File: src/rtl/core/bli_pkg.sv
// Shared constants, reset values and stage types for the battery level interpolator.
package bli_pkg;

  localparam int ADC_W     = 14;
  localparam int MV_OUT_W  = 12;
  localparam int TENTHS_W  = 6;
  localparam int LEVEL_W   = 8;

  localparam int REG_COUNT = 8;
  localparam int CFG_IDX_W = 3;
  localparam int BP_W      = 20;
  localparam int BP_MV_W   = 12;
  localparam int CAP_W     = 8;

  localparam int FULL_SCALE_MV = 3600;

  // Rounded divide by 100 done as a multiply by a scaled reciprocal;
  // exact for every dividend below 2**TEN_X_W.
  localparam int TENTHS_ROUND = 50;
  localparam int TEN_X_W      = 19;
  localparam int RECIP_W      = 20;
  localparam int TENTHS_RECIP = 671089;
  localparam int TENTHS_SHIFT = 26;

  // Interpolation divide: numerator, quotient bits and bits resolved per stage.
  localparam int NUM_W    = BP_MV_W + CAP_W;
  localparam int Q_W      = CAP_W;
  localparam int DIV_STEP = 2;
  localparam int DIV_ST   = Q_W / DIV_STEP;

  localparam logic [BP_W-1:0] BP_RESET [REG_COUNT] = '{
    20'd768200, 20'd742560, 20'd716920, 20'd691280,
    20'd665660, 20'd640040, 20'd614420, 20'd512000
  };

  typedef struct packed {
    logic [NUM_W-1:0]    rem;
    logic [BP_MV_W-1:0]  wid;
    logic [Q_W-1:0]      quo;
    logic                neg;
    logic [CAP_W-1:0]    cap;
    logic [TENTHS_W-1:0] ten;
    logic [MV_OUT_W-1:0] mvo;
  } div_t;

endpackage

File: src/rtl/core/bli_if.sv
// Request channels of the battery level interpolator: samples, results, register writes.
interface bli_in_if;
  import bli_pkg::*;
  logic             valid;
  logic             ready;
  logic [ADC_W-1:0] adc_sample;
  modport source (output valid, output adc_sample, input ready);
  modport sink   (input valid, input adc_sample, output ready);
endinterface

interface bli_out_if;
  import bli_pkg::*;
  logic                valid;
  logic                ready;
  logic [MV_OUT_W-1:0] millivolts;
  logic [TENTHS_W-1:0] voltage_tenths;
  logic [LEVEL_W-1:0]  level_half_percent;
  modport source (output valid, output millivolts, output voltage_tenths,
                  output level_half_percent, input ready);
  modport sink   (input valid, input millivolts, input voltage_tenths,
                  input level_half_percent, output ready);
endinterface

interface bli_cfg_if;
  import bli_pkg::*;
  logic                 valid;
  logic                 ready;
  logic [CFG_IDX_W-1:0] index;
  logic [BP_W-1:0]      data;
  modport source (output valid, output index, output data, input ready);
  modport sink   (input valid, input index, input data, output ready);
endinterface

File: src/rtl/core/bli_div_stage.sv
// One registered restoring-division stage resolving DIV_STEP quotient bits.
module bli_div_stage #(
  parameter int HI = 7
) (
  input  logic          clk,
  input  logic          rst_n,
  input  logic          adv,
  input  logic          in_v,
  input  bli_pkg::div_t in_d,
  output logic          out_v,
  output bli_pkg::div_t out_d
);
  import bli_pkg::*;

  logic  v_r;
  div_t  d_r;
  div_t  d_nxt;

  always_comb begin
    logic [NUM_W-1:0] sub;
    d_nxt = in_d;
    for (int j = 0; j < DIV_STEP; j++) begin
      sub = NUM_W'(d_nxt.wid) << (HI - j);
      if (d_nxt.rem >= sub) begin
        d_nxt.rem = d_nxt.rem - sub;
        d_nxt.quo[HI - j] = 1'b1;
      end
    end
  end

  always_ff @(posedge clk) begin
    if (!rst_n) begin
      v_r <= 1'b0;
    end else if (adv) begin
      v_r <= in_v;
    end
  end

  always_ff @(posedge clk) begin
    if (adv) begin
      d_r <= d_nxt;
    end
  end

  assign out_v = v_r;
  assign out_d = d_r;

endmodule

File: src/rtl/core/battery_level_interpolator_core.sv
// Battery level interpolator: sample to millivolts, tenths and interpolated capacity.
//
// in_ch carries one ADC sample per request; out_ch returns one result per
// sample (millivolts, rounded tenths of a volt, level in half-percent steps).
// cfg_ch writes breakpoint registers (mV in bits 19..8, capacity in 7..0);
// it is always ready and is meant to be written while no sample is in flight.
//
// The block is a 9-stage pipeline: scale multiply, breakpoint compare and
// tenths reciprocal multiply, segment setup, slope multiply, four restoring
// divide stages of two quotient bits each, then the final capacity add.
// One sample is taken every cycle unless out_ch.ready is low and every stage
// holds a request. The divide stages set the depth.
//
// Reset clears all stage valid bits and loads the default breakpoint table.
// When out_ch.ready is low, each stage holds and empty stages further up keep
// filling, so in_ch.ready drops only once every stage holds a request.
module battery_level_interpolator_core #(
  parameter int BREAKPOINTS = 8,
  parameter int SAMPLE_BITS = 14
) (
  input  logic       clk,
  input  logic       rst_n,
  bli_in_if.sink     in_ch,
  bli_out_if.source  out_ch,
  bli_cfg_if.sink    cfg_ch
);
  import bli_pkg::*;

  localparam int PROD_W = ADC_W + MV_OUT_W;
  localparam int MV_W   = (SAMPLE_BITS >= ADC_W) ? MV_OUT_W
                                                 : ADC_W + MV_OUT_W - SAMPLE_BITS;
  localparam logic [ADC_W-1:0] SAMP_MASK = (SAMPLE_BITS >= ADC_W) ? {ADC_W{1'b1}}
      : ADC_W'((32'd1 << SAMPLE_BITS) - 32'd1);

  // Breakpoint registers
  logic [BP_W-1:0] bp_r [BREAKPOINTS];

  assign cfg_ch.ready = 1'b1;

  always_ff @(posedge clk) begin
    if (!rst_n) begin
      for (int k = 0; k < BREAKPOINTS; k++) begin
        bp_r[k] <= BP_RESET[k];
      end
    end else if (cfg_ch.valid) begin
      for (int k = 0; k < BREAKPOINTS; k++) begin
        if (cfg_ch.index == CFG_IDX_W'(k)) begin
          bp_r[k] <= cfg_ch.data;
        end
      end
    end
  end

  // Stage handshake chain
  logic s1_v_r, s2_v_r, s3_v_r, s4_v_r, out_v_r;
  logic s1_adv, s2_adv, s3_adv, s4_adv, out_adv;
  logic dv_v   [DIV_ST];
  div_t dv_d   [DIV_ST];
  logic dv_adv [DIV_ST+1];

  assign out_adv         = !out_v_r || out_ch.ready;
  assign dv_adv[DIV_ST]  = out_adv;
  assign s4_adv          = !s4_v_r || dv_adv[0];
  assign s3_adv          = !s3_v_r || s4_adv;
  assign s2_adv          = !s2_v_r || s3_adv;
  assign s1_adv          = !s1_v_r || s2_adv;
  assign in_ch.ready     = s1_adv;

  always_ff @(posedge clk) begin
    if (!rst_n) begin
      s1_v_r  <= 1'b0;
      s2_v_r  <= 1'b0;
      s3_v_r  <= 1'b0;
      s4_v_r  <= 1'b0;
      out_v_r <= 1'b0;
    end else begin
      if (s1_adv) s1_v_r <= in_ch.valid;
      if (s2_adv) s2_v_r <= s1_v_r;
      if (s3_adv) s3_v_r <= s2_v_r;
      if (s4_adv) s4_v_r <= s3_v_r;
      if (out_adv) out_v_r <= dv_v[DIV_ST-1];
    end
  end

  // Stage 1: scale to millivolts
  logic [MV_W-1:0]   s1_mv_r, s1_mv_nxt;
  logic [PROD_W-1:0] s1_prod;

  assign s1_prod   = PROD_W'(in_ch.adc_sample & SAMP_MASK) * PROD_W'(FULL_SCALE_MV);
  assign s1_mv_nxt = MV_W'(s1_prod >> SAMPLE_BITS);

  always_ff @(posedge clk) begin
    if (s1_adv) s1_mv_r <= s1_mv_nxt;
  end

  // Stage 2: find the segment, start the tenths divide
  logic [MV_W-1:0]     s2_mv_r;
  logic                s2_pass_r, s2_pass_nxt;
  logic [CAP_W-1:0]    s2_cap_r, s2_cap_nxt, s2_capp_r, s2_capp_nxt;
  logic [BP_MV_W-1:0]  s2_vs_r, s2_vs_nxt, s2_vp_r, s2_vp_nxt;
  logic [TENTHS_W-1:0] s2_ten_r, s2_ten_nxt;
  logic [TEN_X_W+RECIP_W-1:0] s2_ten_prod;

  assign s2_ten_prod = (TEN_X_W+RECIP_W)'(TEN_X_W'(s1_mv_r) + TEN_X_W'(TENTHS_ROUND))
                     * (TEN_X_W+RECIP_W)'(TENTHS_RECIP);
  assign s2_ten_nxt  = TENTHS_W'(s2_ten_prod >> TENTHS_SHIFT);

  always_comb begin
    logic [BREAKPOINTS-1:0] hit;
    for (int k = 0; k < BREAKPOINTS; k++) begin
      hit[k] = s1_mv_r > MV_W'(bp_r[k][BP_W-1:CAP_W]);
    end
    // nothing below: hold the last capacity
    s2_pass_nxt = 1'b1;
    s2_cap_nxt  = bp_r[BREAKPOINTS-1][CAP_W-1:0];
    s2_capp_nxt = bp_r[BREAKPOINTS-1][CAP_W-1:0];
    s2_vs_nxt   = bp_r[BREAKPOINTS-1][BP_W-1:CAP_W];
    s2_vp_nxt   = bp_r[BREAKPOINTS-1][BP_W-1:CAP_W];
    // lowest index wins, so scan upward from the bottom
    for (int k = BREAKPOINTS - 1; k >= 1; k--) begin
      if (hit[k]) begin
        s2_pass_nxt = 1'b0;
        s2_cap_nxt  = bp_r[k][CAP_W-1:0];
        s2_capp_nxt = bp_r[k-1][CAP_W-1:0];
        s2_vs_nxt   = bp_r[k][BP_W-1:CAP_W];
        s2_vp_nxt   = bp_r[k-1][BP_W-1:CAP_W];
      end
    end
    if (hit[0]) begin
      s2_pass_nxt = 1'b1;
      s2_cap_nxt  = bp_r[0][CAP_W-1:0];
      s2_capp_nxt = bp_r[0][CAP_W-1:0];
    end
  end

  always_ff @(posedge clk) begin
    if (s2_adv) begin
      s2_mv_r   <= s1_mv_r;
      s2_pass_r <= s2_pass_nxt;
      s2_cap_r  <= s2_cap_nxt;
      s2_capp_r <= s2_capp_nxt;
      s2_vs_r   <= s2_vs_nxt;
      s2_vp_r   <= s2_vp_nxt;
      s2_ten_r  <= s2_ten_nxt;
    end
  end

  // Stage 3: segment width, offset and capacity step
  logic [BP_MV_W-1:0]  s3_diff_r, s3_diff_nxt, s3_wid_r, s3_wid_nxt;
  logic [CAP_W-1:0]    s3_mag_r, s3_mag_nxt, s3_cap_r;
  logic                s3_neg_r, s3_neg_nxt;
  logic [TENTHS_W-1:0] s3_ten_r;
  logic [MV_OUT_W-1:0] s3_mvo_r;
  logic [CAP_W:0]      s3_dc;

  assign s3_dc = {1'b0, s2_capp_r} - {1'b0, s2_cap_r};

  always_comb begin
    if (s2_pass_r) begin
      s3_diff_nxt = '0;
      s3_wid_nxt  = BP_MV_W'(1);
      s3_mag_nxt  = '0;
      s3_neg_nxt  = 1'b0;
    end else begin
      s3_diff_nxt = BP_MV_W'(s2_mv_r - MV_W'(s2_vs_r));
      s3_wid_nxt  = s2_vp_r - s2_vs_r;
      s3_neg_nxt  = s3_dc[CAP_W];
      s3_mag_nxt  = s3_dc[CAP_W] ? CAP_W'(-s3_dc) : s3_dc[CAP_W-1:0];
    end
  end

  always_ff @(posedge clk) begin
    if (s3_adv) begin
      s3_diff_r <= s3_diff_nxt;
      s3_wid_r  <= s3_wid_nxt;
      s3_mag_r  <= s3_mag_nxt;
      s3_neg_r  <= s3_neg_nxt;
      s3_cap_r  <= s2_cap_r;
      s3_ten_r  <= s2_ten_r;
      s3_mvo_r  <= s2_mv_r[MV_OUT_W-1:0];
    end
  end

  // Stage 4: slope numerator
  div_t s4_d_r, s4_d_nxt;

  always_comb begin
    s4_d_nxt.rem = NUM_W'(s3_diff_r) * NUM_W'(s3_mag_r);
    s4_d_nxt.wid = s3_wid_r;
    s4_d_nxt.quo = '0;
    s4_d_nxt.neg = s3_neg_r;
    s4_d_nxt.cap = s3_cap_r;
    s4_d_nxt.ten = s3_ten_r;
    s4_d_nxt.mvo = s3_mvo_r;
  end

  always_ff @(posedge clk) begin
    if (s4_adv) s4_d_r <= s4_d_nxt;
  end

  // Stages 5..8: truncating divide by the segment width
  for (genvar j = 0; j < DIV_ST; j++) begin : g_div
    assign dv_adv[j] = !dv_v[j] || dv_adv[j+1];
    bli_div_stage #(
      .HI(Q_W - 1 - j * DIV_STEP)
    ) u_div (
      .clk   (clk),
      .rst_n (rst_n),
      .adv   (dv_adv[j]),
      .in_v  ((j == 0) ? s4_v_r : dv_v[(j == 0) ? 0 : j - 1]),
      .in_d  ((j == 0) ? s4_d_r : dv_d[(j == 0) ? 0 : j - 1]),
      .out_v (dv_v[j]),
      .out_d (dv_d[j])
    );
  end

  // Stage 9: apply the signed step and drive the result
  logic [MV_OUT_W-1:0] out_mv_r;
  logic [TENTHS_W-1:0] out_ten_r;
  logic [LEVEL_W-1:0]  out_lvl_r, out_lvl_nxt;
  div_t                fin;

  assign fin         = dv_d[DIV_ST-1];
  assign out_lvl_nxt = fin.neg ? LEVEL_W'(fin.cap - fin.quo) : LEVEL_W'(fin.cap + fin.quo);

  always_ff @(posedge clk) begin
    if (out_adv) begin
      out_mv_r  <= fin.mvo;
      out_ten_r <= fin.ten;
      out_lvl_r <= out_lvl_nxt;
    end
  end

  assign out_ch.valid              = out_v_r;
  assign out_ch.millivolts         = out_mv_r;
  assign out_ch.voltage_tenths     = out_ten_r;
  assign out_ch.level_half_percent = out_lvl_r;

endmodule

File: src/flat_wrapper.sv
// flat-port wrapper written by rule: the top's interface ports become plain ports
module battery_level_interpolator_core_flat import bli_pkg::*;
#(
  parameter int BREAKPOINTS = 8,
  parameter int SAMPLE_BITS = 14
)
  (clk, rst_n, in_ch_valid, in_ch_adc_sample, in_ch_ready, out_ch_valid, out_ch_millivolts, out_ch_voltage_tenths, out_ch_level_half_percent, out_ch_ready, cfg_ch_valid, cfg_ch_index, cfg_ch_data, cfg_ch_ready);
  bli_in_if in_ch_i ();
  bli_out_if out_ch_i ();
  bli_cfg_if cfg_ch_i ();
  input  logic clk;
  input  logic rst_n;
  input wire logic [$bits(in_ch_i.valid)-1:0] in_ch_valid;
  input wire logic [$bits(in_ch_i.adc_sample)-1:0] in_ch_adc_sample;
  output wire logic [$bits(in_ch_i.ready)-1:0] in_ch_ready;
  output wire logic [$bits(out_ch_i.valid)-1:0] out_ch_valid;
  output wire logic [$bits(out_ch_i.millivolts)-1:0] out_ch_millivolts;
  output wire logic [$bits(out_ch_i.voltage_tenths)-1:0] out_ch_voltage_tenths;
  output wire logic [$bits(out_ch_i.level_half_percent)-1:0] out_ch_level_half_percent;
  input wire logic [$bits(out_ch_i.ready)-1:0] out_ch_ready;
  input wire logic [$bits(cfg_ch_i.valid)-1:0] cfg_ch_valid;
  input wire logic [$bits(cfg_ch_i.index)-1:0] cfg_ch_index;
  input wire logic [$bits(cfg_ch_i.data)-1:0] cfg_ch_data;
  output wire logic [$bits(cfg_ch_i.ready)-1:0] cfg_ch_ready;
  assign in_ch_i.valid = in_ch_valid;
  assign in_ch_i.adc_sample = in_ch_adc_sample;
  assign in_ch_ready = in_ch_i.ready;
  assign out_ch_valid = out_ch_i.valid;
  assign out_ch_millivolts = out_ch_i.millivolts;
  assign out_ch_voltage_tenths = out_ch_i.voltage_tenths;
  assign out_ch_level_half_percent = out_ch_i.level_half_percent;
  assign out_ch_i.ready = out_ch_ready;
  assign cfg_ch_i.valid = cfg_ch_valid;
  assign cfg_ch_i.index = cfg_ch_index;
  assign cfg_ch_i.data = cfg_ch_data;
  assign cfg_ch_ready = cfg_ch_i.ready;
  battery_level_interpolator_core #(.BREAKPOINTS(BREAKPOINTS), .SAMPLE_BITS(SAMPLE_BITS)) u_core (.clk(clk), .rst_n(rst_n), .in_ch(in_ch_i), .out_ch(out_ch_i), .cfg_ch(cfg_ch_i));
endmodule
File: config.mk
export PLATFORM = sky130hd
export DESIGN_NAME = battery_level_interpolator_core_flat
export DESIGN_NICKNAME = d
export VERILOG_FILES = /design/src/rtl/core/bli_pkg.sv /design/src/rtl/core/bli_if.sv /design/src/rtl/core/bli_div_stage.sv /design/src/rtl/core/battery_level_interpolator_core.sv /design/src/flat_wrapper.sv
export SDC_FILE = /design/constraint.sdc
export NUM_CORES = 2
export LEC_CHECK = 0
export BUFFER_PORTS_ARGS = -buffer_cell sky130_fd_sc_hd__buf_2
export CAP_MARGIN = 5
export CORE_ASPECT_RATIO = 1.2
export CORE_UTILIZATION = 40
export CTS_CLUSTER_SIZE = 12
export DETAILED_ROUTE_END_ITERATION = 10
export PLACE_DENSITY = 0.58
export RECOVER_POWER = 25
export SLEW_MARGIN = 20
export SYNTH_ARGS = -nofsm -noshare
export SYNTH_HDL_FRONTEND = slang
export SYNTH_SLANG_ARGS = --single-unit
File: constraint.sdc
create_clock -name clk -period 10.85 [get_ports clk]
set_input_delay 1.085 -clock clk [delete_from_list [all_inputs] [get_ports clk]]
set_output_delay 1.085 -clock clk [all_outputs]
set_load 0.005 [all_outputs]
# Word-level counts from Yosys, hierarchy flattened
# Memories as Yosys holds them, arrays and structs flattened.
# Cells that the tools add are included.
# Widths: inputs -> output; s select.
# op_classes
reduce_logical	19
bitwise	8
n_eq_ne	7
n_addsub	14
multipliers	3
mux	85
order_cmp	16
# ops
op	count
$mux 20	15
$mux 12	13
$mux 8	17
$gt 12x12->1	8
$mux 1	40
$mul 39x20->32 const B	1
$sub 12x12->12	2
$mul 14x8->22 const B	1
$ge 20x12->1	1
$ge 20x13->1	1
$ge 20x14->1	1
$ge 20x15->1	1
$ge 20x16->1	1
$ge 20x17->1	1
$ge 20x18->1	1
$ge 20x19->1	1
$mul 12x8->20	1
$sub 20x13->20	1
$sub 20x14->20	1
$sub 20x15->20	1
$sub 20x16->20	1
$sub 20x17->20	1
$sub 20x18->20	1
$sub 20x19->20	1
12 further kinds	39
# totals
out_inout_bits	29
memories	1
input_bits	42
mem_bits_rw	160
reg_bits	448
# memory_table
name	depth	word_bits	read_ports	rd_ports_with_merged_regs	write_ports	line	source
u_core.bp_r	8	20	8	0	8	battery_level_interpolator_core.sv:36	logic [BP_W-1:0] bp_r [BREAKPOINTS];

# Longest topological paths before layout
# logic_depth
ltp_word	10
mapped_depth	24
mapped_depth_nobuf	23

# Hierarchy
# A second synthesis with hierarchy kept.
# hier_totals
cells_unflattened	3822
area_unflattened_um2	43095.1
# by_module_without_submodules
module	cells_each	area_per_inst_um2	n_inst	seq_area_each_um2
battery_level_interpolator_core	2563	27920.5	1	11360.9
bli_div_stage (u_core.g_div[3].u_div)	358	3950.0	1	2031.9
bli_div_stage (u_core.g_div[2].u_div)	322	3916.3	1	2031.9
bli_div_stage (u_core.g_div[1].u_div)	311	3744.8	1	2031.9
bli_div_stage (u_core.g_div[0].u_div)	268	3563.4	1	2031.9

# Worst setup path before layout
# OpenSTA, ideal clock, no wires.
# synth_path
path_type	register to register
from	register u_core.s1_mv_r[1]
to	register u_core.s2_ten_r[5] (data pin)
required_time_ps	10590
t_arrival_ps	6225
setup_ps	260
setup_slack_ps	4365
n_path_buf	1
stages_incl_launch_ff	25
cell_sequence	edfxtp_1 -> clkbuf_1 -> nand3_1 -> nor3b_1 -> nor2_1 -> nand3_1 -> xnor2_1 -> fa_1 -> inv_1 -> fa_1 -> inv_1 -> fa_1 -> fa_1 -> inv_1 -> fa_1 -> inv_1 -> ha_1 -> a21o_1 -> a211oi_1 -> o211ai_1 -> o211ai_1 -> o41ai_1 -> o41ai_1 -> o21bai_1 -> xnor2_1
# synth_via
elab_chain_cells	2
# synth_rtl
element	line	source
start: declaration	battery_level_interpolator_core.sv:86	logic [MV_W-1:0] s1_mv_r, s1_mv_nxt;
start signal: assignment	battery_level_interpolator_core.sv:93	if (s1_adv) s1_mv_r <= s1_mv_nxt;
$add 12x6->13	battery_level_interpolator_core.sv:104	assign s2_ten_prod = (TEN_X_W+RECIP_W)'(TEN_X_W'(s1_mv_r) + TEN_X_W'(TENTHS_ROUND))
$mul 39x20->32	battery_level_interpolator_core.sv:105	* (TEN_X_W+RECIP_W)'(TENTHS_RECIP);
net u_core.s2_ten_prod[31]	battery_level_interpolator_core.sv:102	logic [TEN_X_W+RECIP_W-1:0] s2_ten_prod;
end signal: assignment	battery_level_interpolator_core.sv:144	s2_ten_r <= s2_ten_nxt;
end: declaration	battery_level_interpolator_core.sv:101	logic [TENTHS_W-1:0] s2_ten_r, s2_ten_nxt;
# The timed path passes the listed nets, and every way through them passes these cells.
# A chain may end at the register's enable or synchronous reset.

# Worst setup path in the final report
# Same ends and word-level chain as after synthesis.

==> flow_summary_export.csv <==
group,metric,value,unit
run_status,status,"complete, but fails checks",
run_status,violations,"capacitance limit, slew limit",
synth,netlist.area_leader.share,44.8,%
die,start_util,40.6,%
route,via_per_inst,5.22,
sta,timing.final.crit_share,69.3,%
sta,slew_viol_final,80,
route,ant_nets,0,
clocking,clkSlewWorstSetupHoldPaths,70,ps
final_layout,antenna_cells,0,
sta,tns,0,ps
worst_hold_path,min_path_cells,0,
synth,async_flop_share,0,%
grt,busiest_layer,"met2",
clocking,clk_latency,620,ps
sta,setup_viol,0,
grt,use_met3,2.55,%
synth,yosysSeqAreaShare,45.3,%
die,std_cell_rows,126,
sta,tightest_slew,3010,ps
worst_setup_path,regToRegSetupSlack,3330,ps
worst_setup_path,critPathRequiredTime,11180,ps
final_layout,post-route-util,44.6,%
grt,grt_use_met1,21.5,%
sta,hold_ws,404,ps
synth,synth_cell_types,94,
final_layout,syn2layout_area_growth,9.87,%
sta,slew_headroom,-101,%
worst_setup_path,r2r_cells,23,
grt,antenna_found_initial,0,
grt,grt_pass1_vias,26800,
die,placeableCoreArea,98800,um^2
clocking,cts_setup_buffers,0,
die,die_w,291,um
grt,grt_max_degree,64,
synth,synth_ff_type,"edfxtp_1",
run,maxCapViolations,2,
sta,clock.fmax,0.133,GHz
clocking,numCtsBuffers,68,
clocking,cts_hold_buf,0,
clocking,htree_levels,3,
placed_design,hpwlAfterDp,70400,um
grt,grt_pass1_wl,145000,um
grt,grt.total_usage,18.3,%
grt,grt_use_met2,33.3,%
worst_setup_path,worstSetupStartpointType,"flip-flop",
route,drc,0,
synth,synth_area_leaders,"edfxtp_1, ha_1, fa_1, inv_1, nor2_1",
sta,rsz0062_at_grt,"no",
sta,hold_viol,0,
synth,syn_area,40100,um^2
placed_design,finalWeightedCongestion,0.896,
clocking,cts_root_buffer,"clkbuf_16",
route,first_pass_iters,5,
clocking,cts.sinks,608,
synth,synth_area_leader_cell,"edfxtp_1",
grt,gr-total-overflow,0,
route,wl_per_cell,18.4,um
die,die_h,349,um
worst_setup_path,critPathKind,"reg -> reg",
die,dieArea,102000,um^2
clocking,cts_tree,"built",
synth,syn_nets,4222,
worst_setup_path,crit_arrival,7850,ps
synth,synth_edf_count,599,
route,vias,26100,
die,io_pins,71,
worst_hold_path,min-delay-path-class,"reg -> reg",
sta,fin_skew,31.7,ps
sta,fin_crit,7520,ps
final_layout,final_layout_size_suffix_gt1_share,9.25,%
synth,synth_seq_cells,608,
synth,ys_warn_count,0,
clocking,post_cts_resized,0,
worst_setup_path,worst_setup_path_end_kind,"flip-flop",
placed_design,io_buffers,69,
synth,synth_cells,3594,
worst_setup_path,crit_fanout,17,
synth,syn_area_per_cell,11.2,um^2
route,drt_wl_total,92100,um
final_layout,fin_nets,4306,
clocking,clock_path_buffers,3,
route,drt_iter0_markers,1357,
[path summary, 6_finish.rpt]
path | endpoint | startpoint
setup / recovery | u_core.s2_ten_r[5]$_DFFE_PP_ | u_core.s1_mv_r[1]$_DFFE_PP_
hold / removal | u_core.g_div[2].u_div.out_d[26]$_DFFE_PP_ | u_core.g_div[1].u_div.out_d[26]$_DFFE_PP_
setup reg to reg | u_core.s2_ten_r[5]$_DFFE_PP_ | u_core.s1_mv_r[1]$_DFFE_PP_
hold reg to reg | u_core.g_div[2].u_div.out_d[26]$_DFFE_PP_ | u_core.g_div[1].u_div.out_d[26]$_DFFE_PP_
[cells in the mapped netlist (all sizes together) (59+ instances only)]
library cell,count
nand2,231
mux2i,62
mux2,59
edfxtp,599
xnor2,88
o21ai,123
inv,518
ha,423
nor2,257
fa,163
clkbuf,72
a21oi,178
a21o,91
[final cells by class]
type | count | area (um^2)
multi-input cells | 2384 | 19800
clock buffers | 77 | 1760
well taps | 1280 | 1600
inverters | 518 | 1940
fillers | 9229 | 54700
flip-flops and latches | 608 | 18200
repair buffers | 98 | 558
clock inverters | 33 | 264
[kinds of logic (layout without fill, tap and decap cells)]
group,after synthesis,count (layout),share of synthesized area [%]
muxes,121,121,3.24
DFF,608,608,45.3
xor gates and xnor gates,126,126,2.77
and+or+nand+nor,893,893,10.8
AOI/OAI and AO/OA,657,657,11.0
adders and majority gates,586,586,21.3
other,1,1,0.00934
buffers and inverters,602,726,5.68
[sequential cells by signal, indices dropped and copies added (netlist names), 12 cells and up]
name                      cells
u_core.g_div.u_div.out_d    224
u_core.bp_r                 160
u_core.s4_d_r                59
u_core.out_ch.millivolts     12
u_core.s1_mv_r               12
u_core.s2_mv_r               12
u_core.s2_vp_r               12
u_core.s2_vs_r               12
u_core.s3_diff_r             12
u_core.s3_mvo_r              12
u_core.s3_wid_r              12
[cells in the final DEF, fill, tap and decap left out, types with 87 or more instances in the layout]
cell	Yosys	layout
o21ai_0	118	116
fa_1	163	163
a21oi_1	174	173
inv_1	518	515
xnor2_1	87	87
a21o_1	90	90
nor2_1	256	256
edfxtp_1	599	599
nand2_1	231	227
ha_1	423	423
[routing by layer]
layer | wire length (um) | up-vias
met3 | 3670 | 178
met4 | 3420 | 0
met1 | 38400 | 12500
met5 | 0 | -
met2 | 46600 | 576
li1 | - | 12800
[critical path, cell delays in order, from the launching register on]
cell      delay, ps
edfxtp_1        820
ha_1            300
a21oi_1         100
a21boi_0        430
nand3_1         150
xnor2_1         600
fa_1            550
inv_1           130
fa_1            450
inv_1           110
fa_1            420
fa_1            550
inv_1            50
fa_1            530
inv_1            40
ha_1            300
a21o_1          170
a211oi_1        320
o211ai_1        180
o211ai_1        140
o41ai_1         180
o41ai_1         420
o21bai_1        130
xnor2_1         140
[metrics by stage]
| stage | std cells | setup slack, ps | cell area, um^2 |
|---|---|---|---|
| 2_1_floorplan | 3594 | 4370 | 40100 |
| 3_3_place_gp | 4887 | 3480 | 42100 |
| 3_5_place_dp | 4887 | 3300 | 42100 |
| 4_1_cts | 4997 | 3240 | 44100 |
| 5_1_grt | 4998 | 2700 | 44100 |
| 6_report | 4998 | 3330 | 44100 |
Power is left out: the tool's default activity adds up to more than one toggle a clock period on the data nets, which glitch-free logic cannot reach.
